File: src/rtl/koch_snowflake_segment_generator_unit_macros.svh
// assertion helpers shared by the rtl files
`ifndef KOCH_SNOWFLAKE_SEGMENT_GENERATOR_UNIT_MACROS_SVH
`define KOCH_SNOWFLAKE_SEGMENT_GENERATOR_UNIT_MACROS_SVH

// same-cycle implication
`define KSG_ASSERT_IMPL(lbl, ante, cons, msg) \
  lbl: assert property (@(posedge clk) disable iff (!rst_n) (ante) |-> (cons)) \
    else $error(msg);

// next-cycle implication
`define KSG_ASSERT_NEXT(lbl, ante, cons, msg) \
  lbl: assert property (@(posedge clk) disable iff (!rst_n) (ante) |=> (cons)) \
    else $error(msg);

`endif

File: src/rtl/ksg_pkg.sv
package ksg_pkg;

  localparam int KSG_MAX_DEPTH = 11;
  localparam int FRAC_BITS     = 16;
  localparam int PIX_W         = 16;
  localparam int POS_W         = PIX_W + FRAC_BITS;
  localparam int STEP_W        = 11 + FRAC_BITS;
  localparam int DEPTH_W       = 4;
  localparam int SIDE_W        = 10;
  localparam int ORIG_W        = 12;
  localparam int CFG_IDX_W     = 2;
  localparam int CFG_DATA_W    = 12;

  // divide by three: x * ceil(2^29 / 3) >> 29 is exact for x < 2^27
  localparam int RECIP_W     = 28;
  localparam int RECIP_SHIFT = 29;
  localparam logic [RECIP_W-1:0] RECIP3 = 28'd178956971;

  // sqrt(3)/2 in q.28
  localparam int SQRT3_SHIFT = 28;
  localparam logic [RECIP_W-1:0] SQRT3_HALF = 28'd232471924;

  localparam int PROD_W = STEP_W + RECIP_W + 1;

  typedef enum logic [CFG_IDX_W-1:0] {
    REG_DEPTH    = 2'd0,
    REG_SIDE     = 2'd1,
    REG_ORIGIN_X = 2'd2,
    REG_ORIGIN_Y = 2'd3
  } cfg_reg_t;

  // headings in sixths of a turn, y axis down
  localparam logic [2:0] HD_E  = 3'd0;
  localparam logic [2:0] HD_NE = 3'd1;
  localparam logic [2:0] HD_NW = 3'd2;
  localparam logic [2:0] HD_W  = 3'd3;
  localparam logic [2:0] HD_SW = 3'd4;
  localparam logic [2:0] HD_SE = 3'd5;

  typedef struct packed {
    logic load;
    logic div;
    logic tall;
    logic emit;
  } ksg_cmd_t;

  typedef struct packed {
    logic div_zero;
    logic last;
    logic slot_free;
  } ksg_stat_t;

endpackage

File: src/rtl/ksg_ifs.sv
interface ksg_in_if import ksg_pkg::*; ();
  logic valid;
  logic ready;
  logic restart;

  modport source (output valid, output restart, input ready);
  modport sink   (input valid, input restart, output ready);
endinterface

interface ksg_out_if import ksg_pkg::*; ();
  logic                    valid;
  logic                    ready;
  logic signed [PIX_W-1:0] from_x;
  logic signed [PIX_W-1:0] from_y;
  logic signed [PIX_W-1:0] to_x;
  logic signed [PIX_W-1:0] to_y;
  logic                    last_segment;

  modport source (output valid, output from_x, output from_y, output to_x, output to_y,
                  output last_segment, input ready);
  modport sink   (input valid, input from_x, input from_y, input to_x, input to_y,
                  input last_segment, output ready);
endinterface

File: src/rtl/ksg_ctrl.sv
`include "koch_snowflake_segment_generator_unit_macros.svh"

module ksg_ctrl import ksg_pkg::*; (
  input  logic      clk,
  input  logic      rst_n,
  ksg_in_if.sink    in_chan,
  input  ksg_stat_t st,
  output ksg_cmd_t  cmd
);

  typedef enum logic [3:0] {
    S_IDLE  = 4'b0001,
    S_SCALE = 4'b0010,
    S_TALL  = 4'b0100,
    S_RUN   = 4'b1000
  } state_t;

  state_t state_r, state_nxt;
  logic   in_ready;
  logic   acc;

  // idle takes anything, a run takes beats while the output slot is free
  assign in_ready      = (state_r == S_IDLE) || ((state_r == S_RUN) && st.slot_free);
  assign in_chan.ready = in_ready;
  assign acc           = in_chan.valid && in_ready;

  always_comb begin
    state_nxt = state_r;
    cmd       = '0;
    case (state_r)
      S_IDLE: begin
        if (acc && in_chan.restart) begin
          cmd.load  = 1'b1;
          state_nxt = S_SCALE;
        end
      end
      S_SCALE: begin
        if (st.div_zero) begin
          state_nxt = S_TALL;
        end else begin
          cmd.div = 1'b1;
        end
      end
      S_TALL: begin
        cmd.tall  = 1'b1;
        state_nxt = S_RUN;
      end
      S_RUN: begin
        if (acc) begin
          if (in_chan.restart) begin
            cmd.load  = 1'b1;
            state_nxt = S_SCALE;
          end else begin
            cmd.emit = 1'b1;
            if (st.last) begin
              state_nxt = S_IDLE;
            end
          end
        end
      end
      default: begin
        state_nxt = S_IDLE;
      end
    endcase
  end

  always_ff @(posedge clk) begin
    if (!rst_n) begin
      state_r <= S_IDLE;
    end else begin
      state_r <= state_nxt;
    end
  end

  `KSG_ASSERT_NEXT(a_restart_scales, acc && in_chan.restart, state_r == S_SCALE, "restart not scaling")
  `KSG_ASSERT_NEXT(a_scale_to_tall, state_r == S_SCALE && st.div_zero, state_r == S_TALL, "scale stuck")
  `KSG_ASSERT_NEXT(a_last_idles, cmd.emit && st.last, state_r == S_IDLE, "run past last segment")

endmodule

File: src/rtl/ksg_dp.sv
`include "koch_snowflake_segment_generator_unit_macros.svh"

module ksg_dp import ksg_pkg::*; #(
  parameter int MAX_DEPTH = KSG_MAX_DEPTH
) (
  input  logic                  clk,
  input  logic                  rst_n,
  input  logic                  cfg_we,
  input  logic [CFG_IDX_W-1:0]  cfg_index,
  input  logic [CFG_DATA_W-1:0] cfg_wdata,
  input  ksg_cmd_t              cmd,
  output ksg_stat_t             st,
  ksg_out_if.source             out_chan
);

  localparam int IDX_W = 2 * MAX_DEPTH;

  function automatic logic [PIX_W-1:0] to_pixel(input logic [POS_W-1:0] p);
    logic             neg;
    logic [POS_W-1:0] mag;
    logic [PIX_W-1:0] px;
    neg = p[POS_W-1];
    mag = neg ? (~p + POS_W'(1)) : p;
    px  = mag[FRAC_BITS +: PIX_W];
    return neg ? (~px + PIX_W'(1)) : px;
  endfunction

  // configuration registers
  logic [DEPTH_W-1:0] depth_r;
  logic [SIDE_W-1:0]  side_r;
  logic [ORIG_W-1:0]  orig_x_r;
  logic [ORIG_W-1:0]  orig_y_r;

  // run state
  logic [DEPTH_W-1:0] run_depth_r;
  logic [DEPTH_W-1:0] div_cnt_r;
  logic [STEP_W-1:0]  step_r;
  logic [STEP_W-1:0]  half_r;
  logic [STEP_W-1:0]  tall_r;
  logic [POS_W-1:0]   pos_x_r;
  logic [POS_W-1:0]   pos_y_r;
  logic [2:0]         heading_r;
  logic [IDX_W-1:0]   idx_r;

  // output register
  logic             out_valid_r;
  logic [PIX_W-1:0] from_x_r, from_y_r, to_x_r, to_y_r;
  logic             last_r;

  logic [DEPTH_W-1:0] depth_clamp;
  logic [PROD_W-1:0]  div_prod;
  logic [PROD_W-1:0]  tall_prod;
  logic [1:0]         digit;
  logic [2:0]         hd_turn;
  logic [2:0]         hd_new;
  logic [POS_W-1:0]   dx, dy, nx, ny;
  logic [IDX_W-1:0]   idx_inc;
  logic [IDX_W-1:0]   total;

  always_comb begin
    if (depth_r == '0) begin
      depth_clamp = DEPTH_W'(1);
    end else if (depth_r > DEPTH_W'(MAX_DEPTH)) begin
      depth_clamp = DEPTH_W'(MAX_DEPTH);
    end else begin
      depth_clamp = depth_r;
    end
  end

  assign div_prod  = PROD_W'(step_r) * PROD_W'(RECIP3);
  assign tall_prod = PROD_W'(step_r) * PROD_W'(SQRT3_HALF) + (PROD_W'(1) << (SQRT3_SHIFT - 1));

  // lowest nonzero base-4 digit of the index within a side
  always_comb begin
    digit = 2'd0;
    for (int i = MAX_DEPTH - 2; i >= 0; i--) begin
      if (i < (int'(run_depth_r) - 1) && idx_r[2*i +: 2] != 2'd0) begin
        digit = idx_r[2*i +: 2];
      end
    end
  end

  always_comb begin
    if (digit == 2'd0 || digit == 2'd2) begin
      hd_turn = (heading_r >= 3'd2) ? heading_r - 3'd2 : heading_r + 3'd4;
    end else begin
      hd_turn = (heading_r == HD_SE) ? HD_E : heading_r + 3'd1;
    end
    hd_new = (idx_r != '0) ? hd_turn : heading_r;
  end

  always_comb begin
    case (hd_new)
      HD_E: begin
        dx = POS_W'(step_r);
        dy = '0;
      end
      HD_NE: begin
        dx = POS_W'(half_r);
        dy = '0 - POS_W'(tall_r);
      end
      HD_NW: begin
        dx = '0 - POS_W'(half_r);
        dy = '0 - POS_W'(tall_r);
      end
      HD_W: begin
        dx = '0 - POS_W'(step_r);
        dy = '0;
      end
      HD_SW: begin
        dx = '0 - POS_W'(half_r);
        dy = POS_W'(tall_r);
      end
      default: begin
        dx = POS_W'(half_r);
        dy = POS_W'(tall_r);
      end
    endcase
  end

  assign nx      = pos_x_r + dx;
  assign ny      = pos_y_r + dy;
  assign idx_inc = idx_r + IDX_W'(1);
  assign total   = IDX_W'(3) << {run_depth_r - DEPTH_W'(1), 1'b0};

  assign st.div_zero  = (div_cnt_r == '0);
  assign st.last      = (idx_inc >= total);
  assign st.slot_free = !out_valid_r || out_chan.ready;

  always_ff @(posedge clk) begin
    if (!rst_n) begin
      depth_r  <= DEPTH_W'(4);
      side_r   <= SIDE_W'(185);
      orig_x_r <= ORIG_W'(230);
      orig_y_r <= ORIG_W'(190);
    end else if (cfg_we) begin
      case (cfg_index)
        REG_DEPTH:    depth_r  <= cfg_wdata[DEPTH_W-1:0];
        REG_SIDE:     side_r   <= cfg_wdata[SIDE_W-1:0];
        REG_ORIGIN_X: orig_x_r <= cfg_wdata[ORIG_W-1:0];
        REG_ORIGIN_Y: orig_y_r <= cfg_wdata[ORIG_W-1:0];
        default: begin
        end
      endcase
    end
  end

  always_ff @(posedge clk) begin
    if (!rst_n) begin
      run_depth_r <= DEPTH_W'(1);
      div_cnt_r   <= '0;
      heading_r   <= HD_NE;
      idx_r       <= '0;
    end else if (cmd.load) begin
      run_depth_r <= depth_clamp;
      div_cnt_r   <= depth_clamp - DEPTH_W'(1);
      heading_r   <= HD_NE;
      idx_r       <= '0;
    end else if (cmd.div) begin
      div_cnt_r <= div_cnt_r - DEPTH_W'(1);
    end else if (cmd.emit) begin
      heading_r <= hd_new;
      idx_r     <= idx_inc;
    end
  end

  always_ff @(posedge clk) begin
    if (cmd.load) begin
      step_r  <= STEP_W'(side_r) << FRAC_BITS;
      pos_x_r <= POS_W'(orig_x_r) << FRAC_BITS;
      pos_y_r <= POS_W'(orig_y_r) << FRAC_BITS;
    end else if (cmd.div) begin
      step_r <= div_prod[RECIP_SHIFT +: STEP_W];
    end else if (cmd.emit) begin
      pos_x_r <= nx;
      pos_y_r <= ny;
    end
    if (cmd.tall) begin
      half_r <= STEP_W'((STEP_W'(1) + step_r) >> 1) | (step_r == {STEP_W{1'b1}} ?
                (STEP_W'(1) << (STEP_W - 1)) : STEP_W'(0));
      tall_r <= tall_prod[SQRT3_SHIFT +: STEP_W];
    end
  end

  always_ff @(posedge clk) begin
    if (!rst_n) begin
      out_valid_r <= 1'b0;
    end else if (cmd.emit) begin
      out_valid_r <= 1'b1;
    end else if (out_chan.ready) begin
      out_valid_r <= 1'b0;
    end
  end

  always_ff @(posedge clk) begin
    if (cmd.emit) begin
      from_x_r <= to_pixel(pos_x_r);
      from_y_r <= to_pixel(pos_y_r);
      to_x_r   <= to_pixel(nx);
      to_y_r   <= to_pixel(ny);
      last_r   <= st.last;
    end
  end

  assign out_chan.valid        = out_valid_r;
  assign out_chan.from_x       = from_x_r;
  assign out_chan.from_y       = from_y_r;
  assign out_chan.to_x         = to_x_r;
  assign out_chan.to_y         = to_y_r;
  assign out_chan.last_segment = last_r;

  `KSG_ASSERT_NEXT(a_emit_fills, cmd.emit, out_valid_r, "emitted beat lost")
  `KSG_ASSERT_NEXT(a_load_init, cmd.load, idx_r == '0 && heading_r == HD_NE, "restart init wrong")
  `KSG_ASSERT_NEXT(a_div_count, cmd.div, div_cnt_r == $past(div_cnt_r) - DEPTH_W'(1), "scale count slip")

endmodule

File: src/rtl/koch_snowflake_segment_generator_unit.sv
// channel   dir  beat payload                               handshake
// in_chan   in   restart                                    valid / ready
// out_chan  out  from_x, from_y, to_x, to_y, last_segment   valid / ready
// cfg_*     in   cfg_index, cfg_wdata                       cfg_we, no wait
//
// a restart beat holds the input off through the scale and tall steps:
//   depth - 1 (clamped depth) divide-by-three passes of the step length
//   through the reciprocal multiplier, a pass count check, the tall step
// in a run with a free output slot, one tick beat per cycle goes into it
// rst_n is synchronous, active low; config comes back to its reset values
// a stalled output register holds off further ticks until it is taken

module koch_snowflake_segment_generator_unit import ksg_pkg::*; #(
  parameter int MAX_DEPTH = KSG_MAX_DEPTH
) (
  input  logic                  clk,
  input  logic                  rst_n,
  ksg_in_if.sink                in_chan,
  ksg_out_if.source             out_chan,
  input  logic                  cfg_we,
  input  logic [CFG_IDX_W-1:0]  cfg_index,
  input  logic [CFG_DATA_W-1:0] cfg_wdata
);

  // commands from the sequencer, status back from the datapath
  ksg_cmd_t  cmd;
  ksg_stat_t st;

  // sequencer: idle, scale, tall step, run
  ksg_ctrl u_ctrl (
    .clk     (clk),
    .rst_n   (rst_n),
    .in_chan (in_chan),
    .st      (st),
    .cmd     (cmd)
  );

  // datapath: config, step scaling, turtle position, output register
  ksg_dp #(
    .MAX_DEPTH (MAX_DEPTH)
  ) u_dp (
    .clk       (clk),
    .rst_n     (rst_n),
    .cfg_we    (cfg_we),
    .cfg_index (cfg_index),
    .cfg_wdata (cfg_wdata),
    .cmd       (cmd),
    .st        (st),
    .out_chan  (out_chan)
  );

endmodule
File: src/flat_wrapper.sv
// flat-port wrapper written by rule: the top's interface ports become plain ports
module koch_snowflake_segment_generator_unit_flat import ksg_pkg::*;
#(
  parameter int MAX_DEPTH = KSG_MAX_DEPTH
)
  (clk, rst_n, cfg_we, cfg_index, cfg_wdata, in_chan_valid, in_chan_restart, in_chan_ready, out_chan_valid, out_chan_from_x, out_chan_from_y, out_chan_to_x, out_chan_to_y, out_chan_last_segment, out_chan_ready);
  ksg_in_if in_chan_i ();
  ksg_out_if out_chan_i ();
  input  logic clk;
  input  logic rst_n;
  input  logic cfg_we;
  input  logic [CFG_IDX_W-1:0] cfg_index;
  input  logic [CFG_DATA_W-1:0] cfg_wdata;
  input wire logic [$bits(in_chan_i.valid)-1:0] in_chan_valid;
  input wire logic [$bits(in_chan_i.restart)-1:0] in_chan_restart;
  output wire logic [$bits(in_chan_i.ready)-1:0] in_chan_ready;
  output wire logic [$bits(out_chan_i.valid)-1:0] out_chan_valid;
  output wire logic [$bits(out_chan_i.from_x)-1:0] out_chan_from_x;
  output wire logic [$bits(out_chan_i.from_y)-1:0] out_chan_from_y;
  output wire logic [$bits(out_chan_i.to_x)-1:0] out_chan_to_x;
  output wire logic [$bits(out_chan_i.to_y)-1:0] out_chan_to_y;
  output wire logic [$bits(out_chan_i.last_segment)-1:0] out_chan_last_segment;
  input wire logic [$bits(out_chan_i.ready)-1:0] out_chan_ready;
  assign in_chan_i.valid = in_chan_valid;
  assign in_chan_i.restart = in_chan_restart;
  assign in_chan_ready = in_chan_i.ready;
  assign out_chan_valid = out_chan_i.valid;
  assign out_chan_from_x = out_chan_i.from_x;
  assign out_chan_from_y = out_chan_i.from_y;
  assign out_chan_to_x = out_chan_i.to_x;
  assign out_chan_to_y = out_chan_i.to_y;
  assign out_chan_last_segment = out_chan_i.last_segment;
  assign out_chan_i.ready = out_chan_ready;
  koch_snowflake_segment_generator_unit #(.MAX_DEPTH(MAX_DEPTH)) u_core (.clk(clk), .rst_n(rst_n), .in_chan(in_chan_i), .out_chan(out_chan_i), .cfg_we(cfg_we), .cfg_index(cfg_index), .cfg_wdata(cfg_wdata));
endmodule
File: config.mk
export PLATFORM = sky130hd
export DESIGN_NAME = koch_snowflake_segment_generator_unit_flat
export DESIGN_NICKNAME = d
export VERILOG_FILES = /design/src/rtl/ksg_pkg.sv /design/src/rtl/ksg_ifs.sv /design/src/rtl/ksg_ctrl.sv /design/src/rtl/ksg_dp.sv /design/src/rtl/koch_snowflake_segment_generator_unit.sv /design/src/flat_wrapper.sv
export VERILOG_INCLUDE_DIRS = /design/src /design/src/rtl
export SDC_FILE = /design/constraint.sdc
export NUM_CORES = 2
export LEC_CHECK = 0
export BUFFER_PORTS_ARGS = -buffer_cell sky130_fd_sc_hd__buf_2
export CAP_MARGIN = 40
export CORE_MARGIN = 2
export CORE_UTILIZATION = 50
export CTS_CLUSTER_DIAMETER = 100
export DETAILED_ROUTE_END_ITERATION = 7
export PLACE_DENSITY = 0.64
export SLEW_MARGIN = 5
export SYNTH_ARGS = -nofsm -noshare
export SYNTH_HDL_FRONTEND = slang
export SYNTH_SLANG_ARGS = --single-unit
File: constraint.sdc
create_clock -name clk -period 20.3 [get_ports clk]
set_input_delay 1.015 -clock clk [delete_from_list [all_inputs] [get_ports clk]]
set_output_delay 1.015 -clock clk [all_outputs]
set_load 0.05 [all_outputs]
* After elaboration in Yosys (flattened, before gate mapping)
Index checks and enable logic that the tools add are counted.
Operators by class: add/sub/neg operators 23, multiply operators 2, div/mod/pow operators 0, $lt $le $gt $ge 13, eq/ne operators 18, shift operators 1, mux-type cells 54, bitwise logic cells 10, reductions and logical operators 47
Operator list (number):
- 2-to-1 mux 28 bit | 6
- adder 32 x 1 -> 32 bit, second input constant | 4
- 2-to-1 mux 32 bit | 4
- inverter 32 bit | 4
- case mux 32 bit (3 select lines) | 1
- adder 16 x 1 -> 16 bit, second input constant | 4
- adder 32 bit | 2
- 2-to-1 mux 16 bit | 4
- inverter 16 bit | 4
- case mux 32 bit (2 select lines) | 1
- adder 54 x 28 -> 55 bit, second input constant | 1
- multiplier 26 x 28 -> 54 bit, second input constant | 1
- subtractor 1 x 26 -> 27 bit, first input constant | 2
- multiplier 26 x 26 -> 52 bit, second input constant | 1
- 2-to-1 mux 26 bit | 2
- 2-to-1 mux 4 bit | 9
- subtractor 1 x 27 -> 28 bit, first input constant | 1
- adder 1 x 26 -> 27 bit, first input constant | 1
- nonzero test 2 bit | 13
- adder 22 x 1 -> 22 bit, second input constant | 1
- greater-or-equal comparator 22 bit | 1
- nonzero test 22 bit | 1
- << shifter 2 x 5 -> 22 bit, first input constant | 1
- less-than comparator 4 x 5 -> 1 bit, first input constant | 4
- other kinds (38) | 95
Storage, ports and cells: bits in registers 284, bits in latches 0, bits in writable memories 0, ROM bits 0, output and inout port bits 67, word-level logic and storage cells 191, memories 0

* Depth between registers and ports, before layout
word-level depth 27, mapped depth 48, mapped depth without buffers 43

* Modules after synthesis
From an unflattened synthesis, not the netlist that was laid out.
Second synthesis, totals: cells, all modules 4603, area total of the unflattened synthesis 41746.3 µm²
Modules (own cells, without submodules):
- ksg_dp | instances 1, cells each 4559, area each 41374.7 µm²
- ksg_ctrl | instances 1, cells each 44, area each 371.6 µm²

* Least setup slack after synthesis
OpenSTA, ideal clock, no wires.
path kind reg-to-reg, from register u_core.u_dp.run_depth_r[0], to register u_core.u_dp.to_x_r[6], in the netlist u_core.u_dp.out_chan.to_x[6] (data pin), library setup time 0.267 ns, arrival 9.238 ns, path slack 10.795 ns, cell stages (with the launch flop) 47, path buffers 4, period minus slack after synthesis 9.505 ns, path through dfxtp_1 > buf_6 > inv_1 > ha_1 > nand2_1 > maj3_1 > o21bai_1 > o21a_1 > a221oi_2 > buf_6 > o21a_1 > a211oi_4 > xnor2_1 > nor2_1 > clkbuf_1 > nor2_1 > a21oi_1 > ha_1 > [11 not listed] > a211oi_1 > a211oi_1 > or3b_2 > a21boi_0 > a21oi_1 > o21ai_0 > a31o_2 > a31oi_1 > nor2_1 > clkbuf_1 > o21ai_0 > xnor2_1 > ha_1 > nand2_1 > o31ai_2 > and3_1 > o21ai_1 > xor2_1
Between the ends: longest elaborated chain between the ends 27, elaborated cells on any way between the ends 49
Ends and longest elaborated chain:
- start: declaration | line ksg_dp.sv:35 | logic [DEPTH_W-1:0] run_depth_r;
- start signal: assignment | line ksg_dp.sv:155 | run_depth_r <= depth_clamp;
- subtractor 4 x 1 -> 5 bit (*) | line ksg_dp.sv:77 | if (i < (int'(run_depth_r) - 1) && idx_r[2*i +: 2] != 2'd0) begin
- less-than comparator 5 bit | line ksg_dp.sv:77
- logical AND 1 bit | line ksg_dp.sv:77
- 2-to-1 mux 2 bit (9 in series) | line ksg_dp.sv:77
- 2-to-1 mux 2 bit (*) | line ksg_dp.sv:77
- == test 2 bit or logical NOT 2 bit (tied branches) | line ksg_dp.sv:84 | if (digit == 2'd0 || digit == 2'd2) begin
- logical OR 1 bit (*) | line ksg_dp.sv:84
- 2-to-1 mux 3 bit (*) | line ksg_dp.sv:84
- [3 not listed]
- case mux 32 bit (3 select lines) (*) | line ksg_dp.sv:93 | case (hd_new)
- adder 32 bit (*) | line ksg_dp.sv:121 | assign nx = pos_x_r + dx;
- inverter 32 bit | line ksg_dp.sv:23 | mag = neg ? (~p + POS_W'(1)) : p;
- adder 32 x 1 -> 32 bit | line ksg_dp.sv:23
- 2-to-1 mux 32 bit | line ksg_dp.sv:23
- inverter 16 bit | line ksg_dp.sv:25 | return neg ? (~px + PIX_W'(1)) : px;
- adder 16 x 1 -> 16 bit | line ksg_dp.sv:25
- 2-to-1 mux 16 bit (*) | line ksg_dp.sv:25
- end signal: assignment | line ksg_dp.sv:199 | to_x_r <= to_pixel(nx);
- end: declaration | line ksg_dp.sv:47 | logic [PIX_W-1:0] from_x_r, from_y_r, to_x_r, to_y_r;
Every way passes the cells marked *; elsewhere a longest branch is shown, timed or not. A chain may end at the register's enable or synchronous reset.

* Final worst setup path
Same ends and word-level chain as after synthesis.

==> metrics.log <==
[metrics] result of the run: complete, no violations
[metrics] final WL: 110000 µm
[metrics] post-route DRC violation count: 0
[metrics] met2 layer wire length in the routed design: 51500 µm
[metrics] CTS tree: yes
[metrics] number of vias after detailed routing: 31.5k
[metrics] via count of the first global-routing pass: 31.3k
[metrics] Die Ht: 290 µm
[metrics] antenna violations before repair: 0
[metrics] Cells after Synth: 4390
[metrics] floorplan die width: 290 µm
[metrics] number of nets in the finished design: 5516
[metrics] placed insts: 5468
[metrics] Post-DP Area: 42800 µm²
[metrics] most common cell after layout, fill and taps aside: sky130_fd_sc_hd__inv_1
[metrics] post-placement setup slack: 8730 ps
[metrics] share of async-settable or async-resettable flops after synthesis: 0%
[metrics] post-synthesis area per instance: 9.33 µm²
[metrics] summed instance area of the synthesized netlist: 41000 µm²
[metrics] Rel. slew slack: 37.6%
[metrics] count of TritonRoute iterations in the first routing pass: 5
[metrics] yosys synthesis warning count: 0
[metrics] critical path capture point type: flip-flop
[metrics] number of diodes: 0
[metrics] count of final setup violators: 0
[metrics] transition time at the pin with the least slew margin: 936 ps
[metrics] most frequent CP cell: sky130_fd_sc_hd__nor2_1
[metrics] Post-CTS Hold Fix Bufs: 0
[metrics] placed wire-length estimate: 90400 µm
[metrics] number of cells in the finished layout apart from fillers: 5527
[metrics] #FFs+latches synth: 284
[metrics] setup ws final: 8940 ps
[metrics] Overflow after GRT: 0
[metrics] Max Fanout on Critical Path: 15
[metrics] library cell used as clock root buffer: sky130_fd_sc_hd__clkbuf_16
[metrics] Max Fclk: 0.0880 GHz
[metrics] sequential area share after synthesis: 17.6%
[metrics] buffer levels on the longest clock path: 3
[metrics] maximum number of pins on one net before global-route repair: 71
[metrics] leading cell types in the layout, fill and taps excluded: sky130_fd_sc_hd__inv_1 (817), sky130_fd_sc_hd__ha_1 (544), sky130_fd_sc_hd__fa_1 (510)
[metrics] number of enable flip-flop cells after synthesis: 152
[metrics] syn nets: 5464
[metrics] deepest level of the CTS H-tree: 1
[metrics] post-route clock period utilization: 56.0%
[metrics] RSZ-0062 raised after global routing: false
[metrics] Setup Fix Bufs, Post-CTS: 0
[metrics] required time of the critical path: 20620 ps
[metrics] crit path kind: flip-flop to flip-flop
[metrics] Worst Skew: 21.8 ps
[metrics] global routing usage summed across all routing layers: 26.5%
[metrics] CP Launch Type: flip-flop
[metrics] CP max-delay cell: sky130_fd_sc_hd__dfxtp_1
[metrics] count of nets left with antenna violations after detail routing: 0
[metrics] total count of max-transition violations in the final report: 0
[metrics] critical path data arrival time: 11680 ps
[metrics] leading register cell type out of synthesis: sky130_fd_sc_hd__edfxtp_1
[metrics] clock slew at the register clock pins of the worst setup and hold paths: 70 ps
[metrics] Starting Density: 50.7%
[metrics] wire length of the first global-routing pass: 177000 µm
[metrics] number of buffers created by CTS: 31
[metrics] Initial DRC Count: 2312
[metrics] wire length on met3: 6190 µm
[metrics] number of port buffers: 86
[metrics] Setup TNS: 0 ps
[metrics] Avg WL per Cell: 19.9 µm
[metrics] share of cells above drive strength 1: 5.84%
[metrics] Non-Filler Cell Area, Final: 43900 µm²
[metrics] Hold Path Class: flip-flop to flip-flop
[metrics] area overhead of the layout relative to synthesis: 7.29%
[metrics] Unique masters post-synth: 97
[metrics] number of max-cap violations: 0
[metrics] ports placed on the boundary: 87
[metrics] number of hold violations in the final report: 0
[metrics] delay of the slowest cell on the worst path: 650 ps
[metrics] last weighted congestion value of the routability-driven placer: 0.970
[metrics] area enclosed by the die boundary: 84200 µm²
[metrics] detailed-routing wirelength on met1: 49300 µm
[metrics] highest metal layer with signal wires: met4
[metrics] area of the core: 80800 µm²
[metrics] clk_lat worst skew: 610 ps
[metrics] clock sink total: 284
[metrics] time the worst path needs with I/O delays and setup: 11360 ps
[metrics] count of standard-cell rows: 104
[metrics] detail-routed via count per cell: 5.70
[metrics] # resized after CTS: 0
[cell families (layout without fill, tap and decap cells)]
logic type               count (synthesis)  count (layout)  synth area share [%]
flip-flops                             284             284                  17.6
buffers and inverters                  940            1017                  8.70
XOR/XNOR                               276             276                  5.94
AO/OA/AOI/OAI                          833             833                  13.7
multiplexers                            29              29                 0.724
AND/OR/NAND/NOR                        973             973                  11.8
adder cells (fa/ha/maj)               1055            1055                  41.6
[path summary, 6_finish.rpt]
check,slack [ps],end,depth (start not counted),start
min,460,u_core.u_dp.orig_x_r[8],2,u_core.u_dp.orig_x_r[8]
max,8940,u_core.u_dp.out_chan.to_x[6],44,u_core.u_dp.run_depth_r[0]
max reg2reg,8940,u_core.u_dp.out_chan.to_x[6],44,u_core.u_dp.run_depth_r[0]
min reg2reg,460,u_core.u_dp.orig_x_r[8],2,u_core.u_dp.orig_x_r[8]
[synthesized netlist by cell type (7+ instances only)]
cell | number | area share, %
sky130_fd_sc_hd__a2111oi_0 | 7 | 0.15
sky130_fd_sc_hd__a211o_1 | 12 | 0.26
sky130_fd_sc_hd__a211oi_1 | 24 | 0.44
sky130_fd_sc_hd__a21boi_0 | 26 | 0.48
sky130_fd_sc_hd__a21o_1 | 81 | 1.5
sky130_fd_sc_hd__a21oi_1 | 173 | 2.1
sky130_fd_sc_hd__a22o_1 | 57 | 1.2
sky130_fd_sc_hd__a31o_2 | 11 | 0.24
sky130_fd_sc_hd__a31oi_1 | 26 | 0.40
sky130_fd_sc_hd__a32oi_1 | 16 | 0.34
sky130_fd_sc_hd__and2_1 | 21 | 0.32
sky130_fd_sc_hd__and3_1 | 38 | 0.58
sky130_fd_sc_hd__and4_1 | 8 | 0.17
sky130_fd_sc_hd__clkbuf_1 | 108 | 0.99
sky130_fd_sc_hd__dfxtp_1 | 132 | 6.5
sky130_fd_sc_hd__edfxtp_1 | 152 | 11
sky130_fd_sc_hd__fa_1 | 510 | 25
sky130_fd_sc_hd__ha_1 | 544 | 17
sky130_fd_sc_hd__inv_1 | 818 | 7.5
sky130_fd_sc_hd__mux2i_1 | 24 | 0.59
sky130_fd_sc_hd__nand2_1 | 290 | 2.7
sky130_fd_sc_hd__nand2b_1 | 22 | 0.34
sky130_fd_sc_hd__nand3_1 | 89 | 1.1
sky130_fd_sc_hd__nand4_1 | 47 | 0.72
sky130_fd_sc_hd__nor2_1 | 208 | 1.9
sky130_fd_sc_hd__nor2b_1 | 34 | 0.52
sky130_fd_sc_hd__nor3_1 | 61 | 0.75
sky130_fd_sc_hd__nor3b_1 | 11 | 0.20
sky130_fd_sc_hd__nor4_1 | 28 | 0.43
sky130_fd_sc_hd__nor4b_1 | 9 | 0.19
sky130_fd_sc_hd__o211ai_1 | 15 | 0.27
sky130_fd_sc_hd__o21a_1 | 31 | 0.57
sky130_fd_sc_hd__o21ai_0 | 185 | 2.3
sky130_fd_sc_hd__o21bai_1 | 24 | 0.44
sky130_fd_sc_hd__o22ai_1 | 27 | 0.41
sky130_fd_sc_hd__o31ai_1 | 31 | 0.57
sky130_fd_sc_hd__o32ai_1 | 9 | 0.19
sky130_fd_sc_hd__or2_2 | 15 | 0.23
sky130_fd_sc_hd__or3_1 | 44 | 0.67
sky130_fd_sc_hd__or4_1 | 20 | 0.37
sky130_fd_sc_hd__xnor2_1 | 167 | 3.6
sky130_fd_sc_hd__xor2_1 | 108 | 2.3
[final cells by class]
type | count | area [µm²]
Fill cell | 7400 | 36900
Timing Repair Buffer | 140 | 965
Clock buffer | 34 | 797
Multi-Input combinational cell | 3166 | 30200
Inverter | 819 | 3080
Tap cell | 1060 | 1330
Clock inverter | 24 | 347
Sequential cell | 284 | 7210
[per-layer routing]
metal  global-route usage, %  up-vias
li1                        -    15000
met1                    37.1    15400
met2                    43.8      977
met3                    2.58      174
met4                    7.39        0
met5                       0        -
[stage by stage]
step	hold slack, ps	util [%]
after CTS	467	54.4
final	465	54.4
after global placement	452	52.7
after detailed placement	457	53.0
after global routing	489	54.4
after floorplan	439	-
[flip-flops by register name, summed over array words and instances, names as in the netlist, 12 cells and up]
name	cells
u_core.u_dp.tall_r	27
u_core.u_dp.step_r	26
u_core.u_dp.out_chan.to_y	16
u_core.u_dp.pos_y_r	32
u_core.u_dp.pos_x_r	32
u_core.u_dp.out_chan.from_x	16
u_core.u_dp.orig_y_r	12
u_core.u_dp.half_r	26
u_core.u_dp.orig_x_r	12
u_core.u_dp.idx_r	22
u_core.u_dp.out_chan.from_y	16
u_core.u_dp.out_chan.to_x	16
[worst max-delay path, delay by kind of cell (launching register included)]
| family | cells | cell delay (ps) |
|---|---|---|
| XOR/XNOR | 3 | 570 |
| AO/OA/AOI/OAI | 18 | 3730 |
| buffers and inverters | 3 | 630 |
| flip-flops | 1 | 650 |
| adder cells (fa/ha/maj) | 5 | 1720 |
| AND/OR/NAND/NOR | 15 | 3780 |
Power is not shown: default switching activity piles up to over one toggle a cycle in this logic, so the estimate is an artifact.
